<file path="src/hw/rtl/aec_pkg.sv">
// shared types and constants for the affect ema classifier
// fixed-point format, operation and register codes, controller commands
// no dependencies
`timescale 1ns / 1ps

package aec_pkg;

    // fixed-point format of the input signals, state values and configuration
    localparam int FRAC_BITS = 14;
    localparam int ONE       = 1 << FRAC_BITS;
    localparam int HALF      = ONE / 2;
    localparam int K_SERO    = ((3 << FRAC_BITS) + 5) / 10;

    // field widths
    localparam int SIG_W     = 16;
    localparam int UNS_W     = 15;
    localparam int SQ_W      = 30;
    localparam int CAT_W     = 3;
    localparam int STEP_W    = 32;
    localparam int CFG_W     = 16;
    localparam int CFG_IDX_W = 3;

    // shared multiplier
    localparam int OPND_W    = 18;
    localparam int PROD_W    = 2 * OPND_W;

    // intensity below 0.3 is neutral
    localparam logic [SQ_W-1:0] NEUTRAL_SQ =
        SQ_W'(((64'd9 << (2 * FRAC_BITS)) + 64'd99) / 64'd100);

    // configuration reset values
    localparam int RST_ALPHA    = 14746;
    localparam int RST_PLEASANT = 4915;
    localparam int RST_EXCITED  = 8192;
    localparam int RST_NOVEL    = 8192;

    typedef enum logic [1:0] {
        OP_UPDATE = 2'd0,
        OP_DECAY  = 2'd1,
        OP_CLEAR  = 2'd2
    } op_t;

    typedef enum logic [CFG_IDX_W-1:0] {
        REG_ALPHA_VAL      = 3'd0,
        REG_ALPHA_ARO      = 3'd1,
        REG_ALPHA_NOV      = 3'd2,
        REG_PLEASANT_LEVEL = 3'd3,
        REG_UNPLEAS_LEVEL  = 3'd4,
        REG_EXCITED_LEVEL  = 3'd5,
        REG_NOVEL_LEVEL    = 3'd6
    } cfg_reg_t;

    typedef enum logic [CAT_W-1:0] {
        CAT_NEUTRAL      = 3'd0,
        CAT_PLEAS_EXCITE = 3'd1,
        CAT_PLEAS_CALM   = 3'd2,
        CAT_UNPL_EXCITE  = 3'd3,
        CAT_UNPL_CALM    = 3'd4
    } category_t;

    typedef enum logic [1:0] {
        CH_VAL = 2'd0,
        CH_ARO = 2'd1,
        CH_NOV = 2'd2
    } chan_t;

    typedef enum logic [1:0] {
        MUL_OLD    = 2'd0,
        MUL_DRIVE  = 2'd1,
        MUL_SERO   = 2'd2,
        MUL_SQUARE = 2'd3
    } mul_sel_t;

    typedef enum logic [1:0] {
        ACC_HOLD  = 2'd0,
        ACC_LOAD  = 2'd1,
        ACC_ADD   = 2'd2,
        ACC_CLEAR = 2'd3
    } acc_op_t;

    typedef enum logic [3:0] {
        ST_IDLE,
        ST_CLEAR,
        ST_MUL0,
        ST_MUL1,
        ST_SUM,
        ST_WB,
        ST_SERO_MUL,
        ST_SERO_WB,
        ST_SQ,
        ST_SQ_END,
        ST_OUT
    } ctrl_state_t;

    typedef struct packed {
        logic     load_in;
        chan_t    ch;
        mul_sel_t mul_sel;
        acc_op_t  acc_op;
        logic     wb_state;
        logic     cnt_inc;
        logic     clear_state;
        logic     sero_wb;
        logic     out_load;
    } aec_cmd_t;

endpackage

</file>
<file path="src/hw/rtl/affect_ema_classifier.sv">
// top level of the affect ema classifier
// joins the sequencing controller and the datapath
// depends on aec_pkg, aec_ctrl, aec_datapath
`timescale 1ns / 1ps

// channel   direction  handshake                 payload
// in        sink       in_valid / in_ready       operation, reward, pred_error, ctx_novelty
// out       source     out_valid / out_ready     valence_out .. step_count
// cfg       sink       cfg_we                    cfg_index, cfg_data
//
// one item at a time through a single shared 18x18 multiplier
// the multiplier forms two products per integrator, one for serotonin, three squares
// reset clears the integrators, the update count, the output valid and loads config defaults
// a waiting result does not block the next input transfer; the controller
// only stalls in its final step while the output register is still full

module affect_ema_classifier #(
    parameter int COUNT_WIDTH = 32
) (
    input  logic                                clk,
    input  logic                                rst_n,
    // configuration writes
    input  logic                                cfg_we,
    input  logic [aec_pkg::CFG_IDX_W-1:0]       cfg_index,
    input  logic [aec_pkg::CFG_W-1:0]           cfg_data,
    // input items
    input  logic                                in_valid,
    output logic                                in_ready,
    input  logic [1:0]                          operation,
    input  logic signed [aec_pkg::SIG_W-1:0]    reward,
    input  logic signed [aec_pkg::SIG_W-1:0]    pred_error,
    input  logic signed [aec_pkg::SIG_W-1:0]    ctx_novelty,
    // result items
    output logic                                out_valid,
    input  logic                                out_ready,
    output logic signed [aec_pkg::SIG_W-1:0]    valence_out,
    output logic [aec_pkg::UNS_W-1:0]           arousal_out,
    output logic [aec_pkg::UNS_W-1:0]           novelty_out,
    output logic [aec_pkg::UNS_W-1:0]           serotonin_out,
    output logic [aec_pkg::SQ_W-1:0]            intensity_sq,
    output logic [aec_pkg::CAT_W-1:0]           category,
    output logic                                pleasant_flag,
    output logic                                unpleasant_flag,
    output logic                                is_excited,
    output logic                                novel_flag,
    output logic [aec_pkg::STEP_W-1:0]          step_count
);

    // per-cycle command from the controller to the datapath
    aec_pkg::aec_cmd_t cmd;

    aec_ctrl u_ctrl (
        .clk       (clk),
        .rst_n     (rst_n),
        .in_valid  (in_valid),
        .in_op     (operation),
        .in_ready  (in_ready),
        .out_ready (out_ready),
        .out_valid (out_valid),
        .cmd       (cmd)
    );

    // holds config, integrators, multiplier, accumulator and output register
    aec_datapath #(
        .COUNT_WIDTH (COUNT_WIDTH)
    ) u_datapath (
        .clk             (clk),
        .rst_n           (rst_n),
        .cmd             (cmd),
        .cfg_we          (cfg_we),
        .cfg_index       (cfg_index),
        .cfg_data        (cfg_data),
        .reward          (reward),
        .pred_error      (pred_error),
        .ctx_novelty     (ctx_novelty),
        .valence_out     (valence_out),
        .arousal_out     (arousal_out),
        .novelty_out     (novelty_out),
        .serotonin_out   (serotonin_out),
        .intensity_sq    (intensity_sq),
        .category        (category),
        .pleasant_flag   (pleasant_flag),
        .unpleasant_flag (unpleasant_flag),
        .is_excited      (is_excited),
        .novel_flag      (novel_flag),
        .step_count      (step_count)
    );

`ifndef SYNTHESIS
    // one item in flight: no second input transfer right after one
    a_busy_after_transfer: assert property (@(posedge clk) disable iff (!rst_n)
        (in_valid && in_ready) |=> !in_ready)
        else $error("input ready right after an input transfer");

    // the integrators stay inside their clamp ranges
    a_state_range: assert property (@(posedge clk) disable iff (!rst_n)
        out_valid |-> ($signed(valence_out) <= aec_pkg::ONE &&
                       $signed(valence_out) >= -aec_pkg::ONE &&
                       arousal_out <= aec_pkg::UNS_W'(aec_pkg::ONE) &&
                       novelty_out <= aec_pkg::UNS_W'(aec_pkg::ONE)))
        else $error("state value outside its range");

    // neutral category exactly when the intensity is below threshold
    a_neutral_match: assert property (@(posedge clk) disable iff (!rst_n)
        out_valid |-> ((category == aec_pkg::CAT_NEUTRAL) ==
                       (intensity_sq < aec_pkg::NEUTRAL_SQ)))
        else $error("neutral category disagrees with intensity");

    // non-neutral categories agree with the pleasant and excited flags
    a_category_flags: assert property (@(posedge clk) disable iff (!rst_n)
        (out_valid && category != aec_pkg::CAT_NEUTRAL) |->
            (((category == aec_pkg::CAT_PLEAS_EXCITE) ||
              (category == aec_pkg::CAT_PLEAS_CALM)) == pleasant_flag) &&
            (((category == aec_pkg::CAT_PLEAS_EXCITE) ||
              (category == aec_pkg::CAT_UNPL_EXCITE)) == is_excited))
        else $error("category disagrees with flags");
`endif

endmodule

</file>
<file path="src/hw/rtl/aec_ctrl.sv">
// sequencing state machine for the affect ema classifier
// walks the shared multiplier through blend, serotonin and intensity steps
// depends on aec_pkg
`timescale 1ns / 1ps

module aec_ctrl (
    input  logic                clk,
    input  logic                rst_n,
    input  logic                in_valid,
    input  logic [1:0]          in_op,
    output logic                in_ready,
    input  logic                out_ready,
    output logic                out_valid,
    output aec_pkg::aec_cmd_t   cmd
);

    aec_pkg::ctrl_state_t state_reg, state_next;
    logic [1:0]           op_reg, op_next;
    aec_pkg::chan_t       ch_reg, ch_next;
    logic                 out_valid_reg, out_valid_next;

    always_ff @(posedge clk or negedge rst_n)
    begin
        if (!rst_n)
        begin
            state_reg     <= aec_pkg::ST_IDLE;
            op_reg        <= aec_pkg::OP_UPDATE;
            ch_reg        <= aec_pkg::CH_VAL;
            out_valid_reg <= 1'b0;
        end
        else
        begin
            state_reg     <= state_next;
            op_reg        <= op_next;
            ch_reg        <= ch_next;
            out_valid_reg <= out_valid_next;
        end
    end

    always_comb
    begin
        state_next = state_reg;
        op_next    = op_reg;
        ch_next    = ch_reg;
        in_ready   = 1'b0;
        cmd        = '0;
        cmd.ch     = ch_reg;

        case (state_reg)
            aec_pkg::ST_IDLE:
            begin
                in_ready = 1'b1;
                if (in_valid)
                begin
                    cmd.load_in = 1'b1;
                    op_next     = in_op;
                    ch_next     = aec_pkg::CH_VAL;
                    case (in_op)
                        aec_pkg::OP_UPDATE,
                        aec_pkg::OP_DECAY:  state_next = aec_pkg::ST_MUL0;
                        aec_pkg::OP_CLEAR:  state_next = aec_pkg::ST_CLEAR;
                        default:            state_next = aec_pkg::ST_SERO_MUL;
                    endcase
                end
            end
            aec_pkg::ST_CLEAR:
            begin
                cmd.clear_state = 1'b1;
                state_next      = aec_pkg::ST_SERO_MUL;
            end
            aec_pkg::ST_MUL0:
            begin
                cmd.mul_sel = aec_pkg::MUL_OLD;
                state_next  = aec_pkg::ST_MUL1;
            end
            aec_pkg::ST_MUL1:
            begin
                // decay keeps only alpha*old
                cmd.mul_sel = aec_pkg::MUL_DRIVE;
                cmd.acc_op  = aec_pkg::ACC_LOAD;
                state_next  = (op_reg == aec_pkg::OP_DECAY) ? aec_pkg::ST_WB
                                                            : aec_pkg::ST_SUM;
            end
            aec_pkg::ST_SUM:
            begin
                cmd.acc_op = aec_pkg::ACC_ADD;
                state_next = aec_pkg::ST_WB;
            end
            aec_pkg::ST_WB:
            begin
                cmd.wb_state = 1'b1;
                if (ch_reg == aec_pkg::CH_NOV)
                begin
                    cmd.cnt_inc = (op_reg == aec_pkg::OP_UPDATE);
                    state_next  = aec_pkg::ST_SERO_MUL;
                end
                else
                begin
                    ch_next    = aec_pkg::chan_t'(ch_reg + 2'd1);
                    state_next = aec_pkg::ST_MUL0;
                end
            end
            aec_pkg::ST_SERO_MUL:
            begin
                cmd.mul_sel = aec_pkg::MUL_SERO;
                state_next  = aec_pkg::ST_SERO_WB;
            end
            aec_pkg::ST_SERO_WB:
            begin
                cmd.sero_wb = 1'b1;
                cmd.acc_op  = aec_pkg::ACC_CLEAR;
                ch_next     = aec_pkg::CH_VAL;
                state_next  = aec_pkg::ST_SQ;
            end
            aec_pkg::ST_SQ:
            begin
                cmd.mul_sel = aec_pkg::MUL_SQUARE;
                cmd.acc_op  = (ch_reg == aec_pkg::CH_VAL) ? aec_pkg::ACC_HOLD
                                                          : aec_pkg::ACC_ADD;
                if (ch_reg == aec_pkg::CH_NOV)
                    state_next = aec_pkg::ST_SQ_END;
                else
                    ch_next = aec_pkg::chan_t'(ch_reg + 2'd1);
            end
            aec_pkg::ST_SQ_END:
            begin
                cmd.acc_op = aec_pkg::ACC_ADD;
                state_next = aec_pkg::ST_OUT;
            end
            aec_pkg::ST_OUT:
            begin
                // wait until the output register is free or being emptied
                if (!out_valid_reg || out_ready)
                begin
                    cmd.out_load = 1'b1;
                    state_next   = aec_pkg::ST_IDLE;
                end
            end
            default:
            begin
                state_next = aec_pkg::ST_IDLE;
            end
        endcase

        out_valid_next = cmd.out_load | (out_valid_reg & ~out_ready);
    end

    assign out_valid = out_valid_reg;

endmodule

</file>
<file path="src/hw/rtl/aec_datapath.sv">
// datapath of the affect ema classifier
// config registers, integrators, one shared multiplier, accumulator, outputs
// depends on aec_pkg
`timescale 1ns / 1ps

module aec_datapath #(
    parameter int COUNT_WIDTH = 32
) (
    input  logic                                clk,
    input  logic                                rst_n,
    input  aec_pkg::aec_cmd_t                   cmd,
    input  logic                                cfg_we,
    input  logic [aec_pkg::CFG_IDX_W-1:0]       cfg_index,
    input  logic [aec_pkg::CFG_W-1:0]           cfg_data,
    input  logic signed [aec_pkg::SIG_W-1:0]    reward,
    input  logic signed [aec_pkg::SIG_W-1:0]    pred_error,
    input  logic signed [aec_pkg::SIG_W-1:0]    ctx_novelty,
    output logic signed [aec_pkg::SIG_W-1:0]    valence_out,
    output logic [aec_pkg::UNS_W-1:0]           arousal_out,
    output logic [aec_pkg::UNS_W-1:0]           novelty_out,
    output logic [aec_pkg::UNS_W-1:0]           serotonin_out,
    output logic [aec_pkg::SQ_W-1:0]            intensity_sq,
    output logic [aec_pkg::CAT_W-1:0]           category,
    output logic                                pleasant_flag,
    output logic                                unpleasant_flag,
    output logic                                is_excited,
    output logic                                novel_flag,
    output logic [aec_pkg::STEP_W-1:0]          step_count
);

    localparam int SIG_W  = aec_pkg::SIG_W;
    localparam int UNS_W  = aec_pkg::UNS_W;
    localparam int OPND_W = aec_pkg::OPND_W;
    localparam int PROD_W = aec_pkg::PROD_W;

    // configuration
    logic [UNS_W-1:0]        alpha_val_reg, alpha_aro_reg, alpha_nov_reg;
    logic signed [SIG_W-1:0] pleasant_reg, unpleas_reg;
    logic [UNS_W-1:0]        excited_reg, novel_reg;

    // integrators and count
    logic signed [SIG_W-1:0] val_reg;
    logic [UNS_W-1:0]        aro_reg, nov_reg;
    logic [COUNT_WIDTH-1:0]  cnt_reg;

    // captured item
    logic signed [SIG_W-1:0] rew_reg, perr_reg, ctx_reg;

    // arithmetic
    logic signed [PROD_W-1:0] prod_reg, acc_reg;
    logic [UNS_W-1:0]         sero_reg;

    logic [UNS_W-1:0]         alpha_raw, alpha_sat, alpha_inv;
    logic signed [OPND_W-1:0] old_val, drive_val, sero_diff;
    logic signed [OPND_W-1:0] opnd_a, opnd_b;
    logic signed [SIG_W:0]    perr_ext, perr_mag;
    logic signed [PROD_W-1:0] acc_shr, sero_sum;
    logic signed [SIG_W-1:0]  val_wb;
    logic [UNS_W-1:0]         uns_wb, sero_clamped;
    logic [63:0]              cnt_wide;
    logic                     pl_flag, ex_flag;
    aec_pkg::category_t       cat_next;

    always_ff @(posedge clk or negedge rst_n)
    begin
        if (!rst_n)
        begin
            alpha_val_reg <= UNS_W'(aec_pkg::RST_ALPHA);
            alpha_aro_reg <= UNS_W'(aec_pkg::RST_ALPHA);
            alpha_nov_reg <= UNS_W'(aec_pkg::RST_ALPHA);
            pleasant_reg  <= SIG_W'(aec_pkg::RST_PLEASANT);
            unpleas_reg   <= SIG_W'(-aec_pkg::RST_PLEASANT);
            excited_reg   <= UNS_W'(aec_pkg::RST_EXCITED);
            novel_reg     <= UNS_W'(aec_pkg::RST_NOVEL);
        end
        else if (cfg_we)
        begin
            case (cfg_index)
                aec_pkg::REG_ALPHA_VAL:      alpha_val_reg <= cfg_data[UNS_W-1:0];
                aec_pkg::REG_ALPHA_ARO:      alpha_aro_reg <= cfg_data[UNS_W-1:0];
                aec_pkg::REG_ALPHA_NOV:      alpha_nov_reg <= cfg_data[UNS_W-1:0];
                aec_pkg::REG_PLEASANT_LEVEL: pleasant_reg  <= cfg_data;
                aec_pkg::REG_UNPLEAS_LEVEL:  unpleas_reg   <= cfg_data;
                aec_pkg::REG_EXCITED_LEVEL:  excited_reg   <= cfg_data[UNS_W-1:0];
                aec_pkg::REG_NOVEL_LEVEL:    novel_reg     <= cfg_data[UNS_W-1:0];
                default:                     ;
            endcase
        end
    end

    // operand selection
    always_comb
    begin
        case (cmd.ch)
            aec_pkg::CH_VAL: alpha_raw = alpha_val_reg;
            aec_pkg::CH_ARO: alpha_raw = alpha_aro_reg;
            default:         alpha_raw = alpha_nov_reg;
        endcase
        // alpha above one acts as one
        alpha_sat = (alpha_raw > UNS_W'(aec_pkg::ONE)) ? UNS_W'(aec_pkg::ONE) : alpha_raw;
        alpha_inv = UNS_W'(aec_pkg::ONE) - alpha_sat;

        perr_ext = (SIG_W + 1)'(perr_reg);
        perr_mag = perr_ext[SIG_W] ? -perr_ext : perr_ext;

        case (cmd.ch)
            aec_pkg::CH_VAL:
            begin
                old_val   = OPND_W'(val_reg);
                drive_val = OPND_W'(rew_reg);
            end
            aec_pkg::CH_ARO:
            begin
                old_val   = OPND_W'(aro_reg);
                drive_val = OPND_W'(perr_mag);
            end
            default:
            begin
                old_val   = OPND_W'(nov_reg);
                drive_val = OPND_W'(ctx_reg);
            end
        endcase

        sero_diff = OPND_W'(val_reg) - OPND_W'(aro_reg);

        case (cmd.mul_sel)
            aec_pkg::MUL_OLD:
            begin
                opnd_a = OPND_W'(alpha_sat);
                opnd_b = old_val;
            end
            aec_pkg::MUL_DRIVE:
            begin
                opnd_a = OPND_W'(alpha_inv);
                opnd_b = drive_val;
            end
            aec_pkg::MUL_SERO:
            begin
                opnd_a = OPND_W'(aec_pkg::K_SERO);
                opnd_b = sero_diff;
            end
            default:
            begin
                opnd_a = old_val;
                opnd_b = old_val;
            end
        endcase
    end

    // floor of the sum, clamped to the channel range; serotonin plus half
    always_comb
    begin
        acc_shr = acc_reg >>> aec_pkg::FRAC_BITS;

        if (acc_shr > PROD_W'(aec_pkg::ONE))
            val_wb = SIG_W'(aec_pkg::ONE);
        else if (acc_shr < PROD_W'(-aec_pkg::ONE))
            val_wb = SIG_W'(-aec_pkg::ONE);
        else
            val_wb = acc_shr[SIG_W-1:0];

        if (acc_shr < PROD_W'(0))
            uns_wb = '0;
        else if (acc_shr > PROD_W'(aec_pkg::ONE))
            uns_wb = UNS_W'(aec_pkg::ONE);
        else
            uns_wb = acc_shr[UNS_W-1:0];

        sero_sum = (prod_reg >>> aec_pkg::FRAC_BITS) + PROD_W'(aec_pkg::HALF);
        if (sero_sum < PROD_W'(0))
            sero_clamped = '0;
        else if (sero_sum > PROD_W'(aec_pkg::ONE))
            sero_clamped = UNS_W'(aec_pkg::ONE);
        else
            sero_clamped = sero_sum[UNS_W-1:0];
    end

    always_ff @(posedge clk)
    begin
        prod_reg <= opnd_a * opnd_b;
        case (cmd.acc_op)
            aec_pkg::ACC_LOAD:  acc_reg <= prod_reg;
            aec_pkg::ACC_ADD:   acc_reg <= acc_reg + prod_reg;
            aec_pkg::ACC_CLEAR: acc_reg <= '0;
            default:            acc_reg <= acc_reg;
        endcase
        if (cmd.load_in)
        begin
            rew_reg  <= reward;
            perr_reg <= pred_error;
            ctx_reg  <= ctx_novelty;
        end
        if (cmd.sero_wb)
            sero_reg <= sero_clamped;
    end

    always_ff @(posedge clk or negedge rst_n)
    begin
        if (!rst_n)
        begin
            val_reg <= '0;
            aro_reg <= '0;
            nov_reg <= '0;
            cnt_reg <= '0;
        end
        else if (cmd.clear_state)
        begin
            val_reg <= '0;
            aro_reg <= '0;
            nov_reg <= '0;
            cnt_reg <= '0;
        end
        else
        begin
            if (cmd.wb_state)
            begin
                case (cmd.ch)
                    aec_pkg::CH_VAL: val_reg <= val_wb;
                    aec_pkg::CH_ARO: aro_reg <= uns_wb;
                    default:         nov_reg <= uns_wb;
                endcase
            end
            if (cmd.cnt_inc)
                cnt_reg <= cnt_reg + COUNT_WIDTH'(1);
        end
    end

    // result fields
    always_comb
    begin
        pl_flag = (val_reg > pleasant_reg);
        ex_flag = (aro_reg > excited_reg);
        if (acc_reg[aec_pkg::SQ_W-1:0] < aec_pkg::NEUTRAL_SQ)
            cat_next = aec_pkg::CAT_NEUTRAL;
        else if (pl_flag)
            cat_next = ex_flag ? aec_pkg::CAT_PLEAS_EXCITE : aec_pkg::CAT_PLEAS_CALM;
        else
            cat_next = ex_flag ? aec_pkg::CAT_UNPL_EXCITE : aec_pkg::CAT_UNPL_CALM;
        cnt_wide = 64'(cnt_reg);
    end

    always_ff @(posedge clk)
    begin
        if (cmd.out_load)
        begin
            valence_out     <= val_reg;
            arousal_out     <= aro_reg;
            novelty_out     <= nov_reg;
            serotonin_out   <= sero_reg;
            intensity_sq    <= acc_reg[aec_pkg::SQ_W-1:0];
            category        <= cat_next;
            pleasant_flag   <= pl_flag;
            unpleasant_flag <= (val_reg < unpleas_reg);
            is_excited      <= ex_flag;
            novel_flag      <= (nov_reg > novel_reg);
            step_count      <= cnt_wide[aec_pkg::STEP_W-1:0];
        end
    end

endmodule
</file>
<file path="config.mk">
export PLATFORM = sky130hd
export DESIGN_NAME = affect_ema_classifier
export DESIGN_NICKNAME = d
export VERILOG_FILES = /design/src/hw/rtl/aec_pkg.sv /design/src/hw/rtl/affect_ema_classifier.sv /design/src/hw/rtl/aec_ctrl.sv /design/src/hw/rtl/aec_datapath.sv
export SDC_FILE = /design/constraint.sdc
export NUM_CORES = 2
export LEC_CHECK = 0
export BUFFER_PORTS_ARGS = -buffer_cell sky130_fd_sc_hd__buf_2
export CAP_MARGIN = 0
export CORE_MARGIN = 8
export CORE_UTILIZATION = 30
export CTS_CLUSTER_DIAMETER = 60
export DETAILED_ROUTE_END_ITERATION = 10
export PLACE_DENSITY = 0.53
export REMOVE_ABC_BUFFERS = 1
export SYNTH_ARGS = -nofsm -noshare
export SYNTH_HDL_FRONTEND = slang
export SYNTH_HIERARCHICAL = 1
export SYNTH_SLANG_ARGS = --single-unit
</file>
<file path="constraint.sdc">
create_clock -name clk -period 8.9 [get_ports clk]
set_input_delay 0.89 -clock clk [delete_from_list [all_inputs] [get_ports clk]]
set_output_delay 0.89 -clock clk [all_outputs]
set_load 0.1 [all_outputs]
</file>
== Yosys cells after proc, flatten, opt, wreduce, memory -nomap -nowiden ==
Index checks and enable logic that the tools add are counted.
Word-level totals
  bits in registers: 459
  input port bits: 74
  output and inout port bits: 132
  logic and storage cells: 167
Cells by class
  add/sub/neg operators: 7
  $mul: 1
  $lt $le $gt $ge: 11
  equal/unequal tests: 31
  muxes and demuxes: 49
  bitwise logic cells: 3
  reduce and logical (&&, ||, !) cells: 32
Operators with widths (count)
  $mux W15: 10
  $pmux W18 S2: 3
  $pmux W36 S3: 1
  $mux W16: 5
  $mux W32: 2
  $pmux W18 S3: 1
  $pmux W4 S11: 1
  $add A36 B36 Y36: 1
  $gt A36 B16 Y1 const B: 1
  $lt A36 B1 Y1 const B: 1
  $mul A18 B18 Y36: 1
  $add A32 B1 Y32 const B: 1
  $gt A15 B15 Y1: 2
  $lt A30 B25 Y1 const B: 1
  $pmux W15 S2: 1
  $add A22 B15 Y23 const B: 1
  $gt A22 B16 Y1 const B: 1
  $lt A22 B1 Y1 const B: 1
  $lt A22 B15 Y1 const B: 1
  $reduce_and A2 Y1: 11
  $mux W17: 1
  $neg A16 Y17: 1
  $sub A16 B16 Y17: 1
  $eq A4 B3 Y1 const B: 4
  other kinds (34): 80

== Longest topological paths before layout ==
  depth after elaboration: 7
  gate-level depth with buffers: 40
  mapped depth without buffers: 39

== Modules after synthesis ==
Netlist, hierarchy kept.
By module, submodules not included
  aec_datapath: instances 1, cells an instance 3110, area an instance 32925.3 sq um, seq. area each 12280.5 sq um
  aec_ctrl: instances 1, cells an instance 84, area an instance 695.7 sq um, seq. area each 225.2 sq um

== Worst setup path before layout ==
No wires, ideal clock.
  kind: register to register
  start: register u_datapath.val_reg[0]
  end: register u_datapath.prod_reg[34]
  setup time: 0.120 ns
  data arrival time: 8.898 ns
  required time: 8.780 ns
  setup slack: -0.118 ns
  cell stages (with the launch flop): 38
  buffers on the path: 1
  clock period less this slack: 9.018 ns
  path through: dfrtp_1 inv_1 ha_1 inv_1 fa_1 a21o_1 a21oi_1 o21bai_1 a21o_1 a21oi_1 o21ai_0 o41ai_1 o21ai_0 nand2_1 a21oi_1 clkbuf_1 or2_2 fa_1 [2 not listed] fa_1 fa_1 fa_1 inv_1 fa_1 inv_1 ha_1 a21o_1 a21o_1 a21o_1 a221o_1 a21o_1 o41a_1 a41oi_1 a21oi_1 a21oi_1 o21ai_0 xnor2_1
Between the ends
  word-level cells in the longest chain between the ends: 3
  elaborated cells on any way between the ends: 5
  classes of those cells: add/sub (1); mul (1); mux (3)
Ends and longest elaborated chain
  from (decl): RTL line aec_datapath.sv:42  | logic signed [SIG_W-1:0] val_reg;
  from (signal assigned): RTL line aec_datapath.sv:218  | aec_pkg::CH_VAL: val_reg <= val_wb;
  $sub A16 B16 Y17 or $pmux W18 S2 (tied branches): RTL line aec_datapath.sv:124, aec_datapath.sv:106
  $pmux W18 S2 or $pmux W18 S3 (tied branches): RTL line aec_datapath.sv:126  | case (cmd.mul_sel)
  $mul A18 B18 Y36 *: RTL line aec_datapath.sv:180  | prod_reg <= opnd_a * opnd_b;
  to (signal assigned): RTL line aec_datapath.sv:180
  to (decl): RTL line aec_datapath.sv:50  | logic signed [PROD_W-1:0] prod_reg, acc_reg;
Every way passes the cells marked *; elsewhere a longest branch is shown, timed or not.
A chain may end at the register's enable or synchronous reset.

== Worst setup path after layout ==
  start: register u_ctrl.ch_reg[0]
  end: register u_datapath.prod_reg[34]
Between the ends
  word-level cells in the longest chain between the ends: 7
  elaborated cells on any way between the ends: 11
  classes of those cells: add/sub (1); mul (1); order compare (1); eq/ne (1); mux (6); reduce/logical (1)
Ends and longest elaborated chain
  from (decl): RTL line aec_ctrl.sv:19  | aec_pkg::chan_t ch_reg, ch_next;
  from (signal assigned): RTL line aec_ctrl.sv:28  | ch_reg <= aec_pkg::CH_VAL;
  from (signal assigned): RTL line aec_ctrl.sv:35  | ch_reg <= ch_next;
  $eq A2 B1 Y1 or $logic_not A2 Y1 (tied branches): RTL line aec_datapath.sv:94, aec_datapath.sv:106
  $pmux W15 S2: RTL line aec_datapath.sv:94  | case (cmd.ch)
  $gt A15 B15 Y1: RTL line aec_datapath.sv:100  | alpha_sat = (alpha_raw > UNS_W'(aec_pkg::ONE)) ? UNS_W'(aec_pkg::ONE) : alpha_raw;
  $mux W15: RTL line aec_datapath.sv:100
  $sub A15 B15 Y15: RTL line aec_datapath.sv:101  | alpha_inv = UNS_W'(aec_pkg::ONE) - alpha_sat;
  $pmux W18 S3: RTL line aec_datapath.sv:126
  $mul A18 B18 Y36 *: RTL line aec_datapath.sv:180
Marked as above.

==> flow_summary_export.csv <==
group,metric,value,unit
synth,syn_area,33600,um^2
synth,postSynthAreaPerCell,10.5,um^2
layout,area_growth,20.4,%
grt,grtUsageTotal,15.9,%
floorplan,die_area,123000,um^2
routing,ant_nets,0,
worst_setup_path,start_kind,"flop",
layout,post-route-util,36.2,%
synth,synthTopCellsByArea,"edfxtp_1, fa_1, dfrtp_1",
grt,antenna_found_initial,3,
sta,skew,26.9,ps
worst_setup_path,worstPathArrival,9150,ps
floorplan,std_cell_rows,123,
place,dpl.hpwl,78.4,mm
sta,finalCriticalPeriod,8670,ps
routing,via_per_inst,4.77,
synth,ys_async_sr_fraction,42.3,%
floorplan,ioPinCount,206,
clocking,ctsHoldBuffers,0,
worst_setup_path,crit_family,"adder cells",
routing,vias,24684,
floorplan,fp.dieH,351,um
synth,ys_ff_latch,459,
flow_run,cap_violations,0,
grt,grt_pass1_wl,152,mm
grt,met3_usage,1.91,%
synth,ys_types,82,
floorplan,die_w,351,um
synth,yosysSeqAreaShare,37.2,%
routing,finalWirelength,98.2,mm
sta,whs,302,ps
synth,synth.top_cell.area_share,20.5,%
worst_setup_path,cp-end-kind,"flop",
grt,grt_max_degree,77,
outcome,outcome,"complete, no violations",
worst_setup_path,cp.required,9380,ps
sta,rsz0062_at_grt,"yes",
synth,synth-main-ff-cell,"edfxtp_1",
grt,grt-busiest-layer,"met2",
routing,wl_per_cell,19.0,um
worst_setup_path,worst_path_largest_cell_delay,540,ps
grt,overflow,0,
routing,drc,0,
routing,drtIter0Drc,1578,
synth,synthCells,3194,
clocking,cts.sink_count,459,
clocking,tritoncts,"built",
grt,met2_usage,26.7,%
synth,synth_edf_count,229,
place,port_buffers,205,
sta,setup_viol,0,
worst_setup_path,crit_fanout,10,
worst_setup_path,crit_type,"flop to flop",
sta,min_period_over_period,97.4,%
grt,grt_use_met1,21.6,%
clocking,cts_made_buffers,52,
synth,synth.largest_area_cell,"edfxtp_1",
place,routabilityCongestion,0.899,
min_path,hp-class,"primary input to asynchronous set/reset pin",
layout,drive_gt1_share,22.4,%
clocking,cts_max_path_buffers,3,
sta,timing_hold_violations_final,0,
floorplan,core-area,112000,um^2
clocking,cts_max_level,2,
clocking,clock_latency,610,ps
sta,max-slew-margin-rel,25.9,%
floorplan,initial_core_util,30.0,%
sta,max_freq,115,MHz
grt,grt_pass1_vias,25295,
sta,worstMarginPinSlew,1110,ps
layout,fin_nets,4219,
sta,slew_violations,0,
clocking,root_buffer,"clkbuf_16",
synth,yosysWarnings,6,
worst_setup_path,path_buf_inv,7,
worst_setup_path,cpMaxStageDelayCell,"fa_1",
routing,first_pass_iters,5,
clocking,path_clk_slew,60,ps
## kinds of logic after synthesis
family / count (synthesis) / synth area share [%]
compound gates: 538 / 10.4
xor+xnor: 112 / 2.92
fa+ha+maj: 520 / 26.3
buf+inv: 615 / 7.00
flops: 459 / 37.2
mux: 145 / 4.77
simple gates: 805 / 11.4
## final timing paths
kind                                        start                     endpoint  slack (ps)  cells past startpoint
max in group asynchronous                   rst_n             u_ctrl/ch_reg[1]        7270                      2
min in group clk           u_datapath/sero_reg[3]  u_datapath/serotonin_out[3]         420                      0
min reg2reg                u_datapath/sero_reg[3]  u_datapath/serotonin_out[3]         420                      0
max reg2reg                      u_ctrl/ch_reg[0]      u_datapath/prod_reg[34]         230                     37
max                              u_ctrl/ch_reg[0]      u_datapath/prod_reg[34]         230                     37
min                                         rst_n  u_datapath/alpha_val_reg[6]         300                      1
## timing repair
| action | in CTS | in global routing |
|---|---|---|
| endpoints found under the setup margin | 5 | 10 |
| buffers inserted | 2 | 15 |
| resized for setup | 18 | 89 |
| endpoints found under the hold margin | 0 | 0 |
| pin swaps | 7 | 60 |
## final cells by class
class | count | area (um^2)
timing repair buffer | 482 | 3220
fill | 11228 | 71400
sequential | 459 | 12500
tap | 1500 | 1880
inverter | 510 | 1910
antenna | 3 | 7.51
clock buffer | 59 | 1360
clock inverter | 38 | 445
multi-input combinational | 2120 | 19100
## synth_stat cells, types with 5 or more instances
cell type    n
or2_2       11
a22oi_1      5
nand2b_1    45
o21a_1      28
nor4_1       9
o211ai_1     7
o21ai_1      8
xor2_1      48
nand2_1    256
ha_1       211
o21ai_0    116
a211oi_1    11
mux2i_1     42
inv_1      507
or3_1       15
fa_1       309
nor3b_1      5
edfxtp_1   229
a21boi_0     8
nand3_1     34
dfxtp_1     36
or4_1        7
a22o_1      63
o31ai_1      9
o22ai_1     20
a21oi_1    137
dfrtp_1    151
a31oi_1     15
buf_2       13
nor2b_1     53
dfstp_2     43
clkbuf_1    86
mux2_2      99
nand4b_1     6
and2_1      44
and3_1      18
a21o_1      49
nor3_1      33
o41ai_1      5
xnor2_1     64
nor2_1     224
o21bai_1    10
nand4_1     25
## through the flow
stage | setup slack, ps | setup TNS [ps] | std cells | cell area, um^2
after detailed placement | -322 | -981 | 5054 | 38200
after CTS | 13.2 | 0 | 5153 | 40100
after floorplan | -1300 | -10110 | 3089 | 33200
after global routing | -56.7 | -136 | 5168 | 40500
final | 230 | 0 | 5171 | 40500
after global placement | -281 | -722 | 5054 | 38200
## placed cells by master (no fill, tap or decap), types with 21 or more instances in the layout
master     instances
nor3_1            30
clkbuf_16         53
nand2_1          251
nand3_1           33
dfrtp_1          147
mux2_2            99
a21oi_1          124
xor2_1            48
nor2b_1           50
inv_1            502
edfxtp_1         229
dfstp_2           43
dfxtp_1           36
and2_1            44
o21a_1            24
a21o_1            49
nand2b_1          44
a22o_1            63
nand4_1           25
mux2i_1           38
xnor2_1           63
nor2_1           219
o21ai_1           21
buf_2            204
o21ai_0           97
buf_4            267
ha_1             208
fa_1             301
## worst register-to-register path, delay by kind of cell (launching register included)
family | cells | cell delay (ps)
AO/OA/AOI/OAI | 15 | 2950
XOR/XNOR | 1 | 140
adder cells (fa/ha/maj) | 8 | 3490
buffers and inverters | 7 | 680
flip-flops | 1 | 420
multiplexers | 2 | 430
AND/OR/NAND/NOR | 4 | 450
## routing by layer
metal  routed length (um)  part of all wire (%)  up-vias
li1                     -                     -    11544
met1                43800                    45    12424
met2                46700                    48      590
met3                 5010                   5.1      124
met4                 2690                   2.7        2
met5                    1                0.0010        -
Power is left out: the tool's default activity adds up to more than one toggle a clock period on the data nets, which glitch-free logic cannot reach.
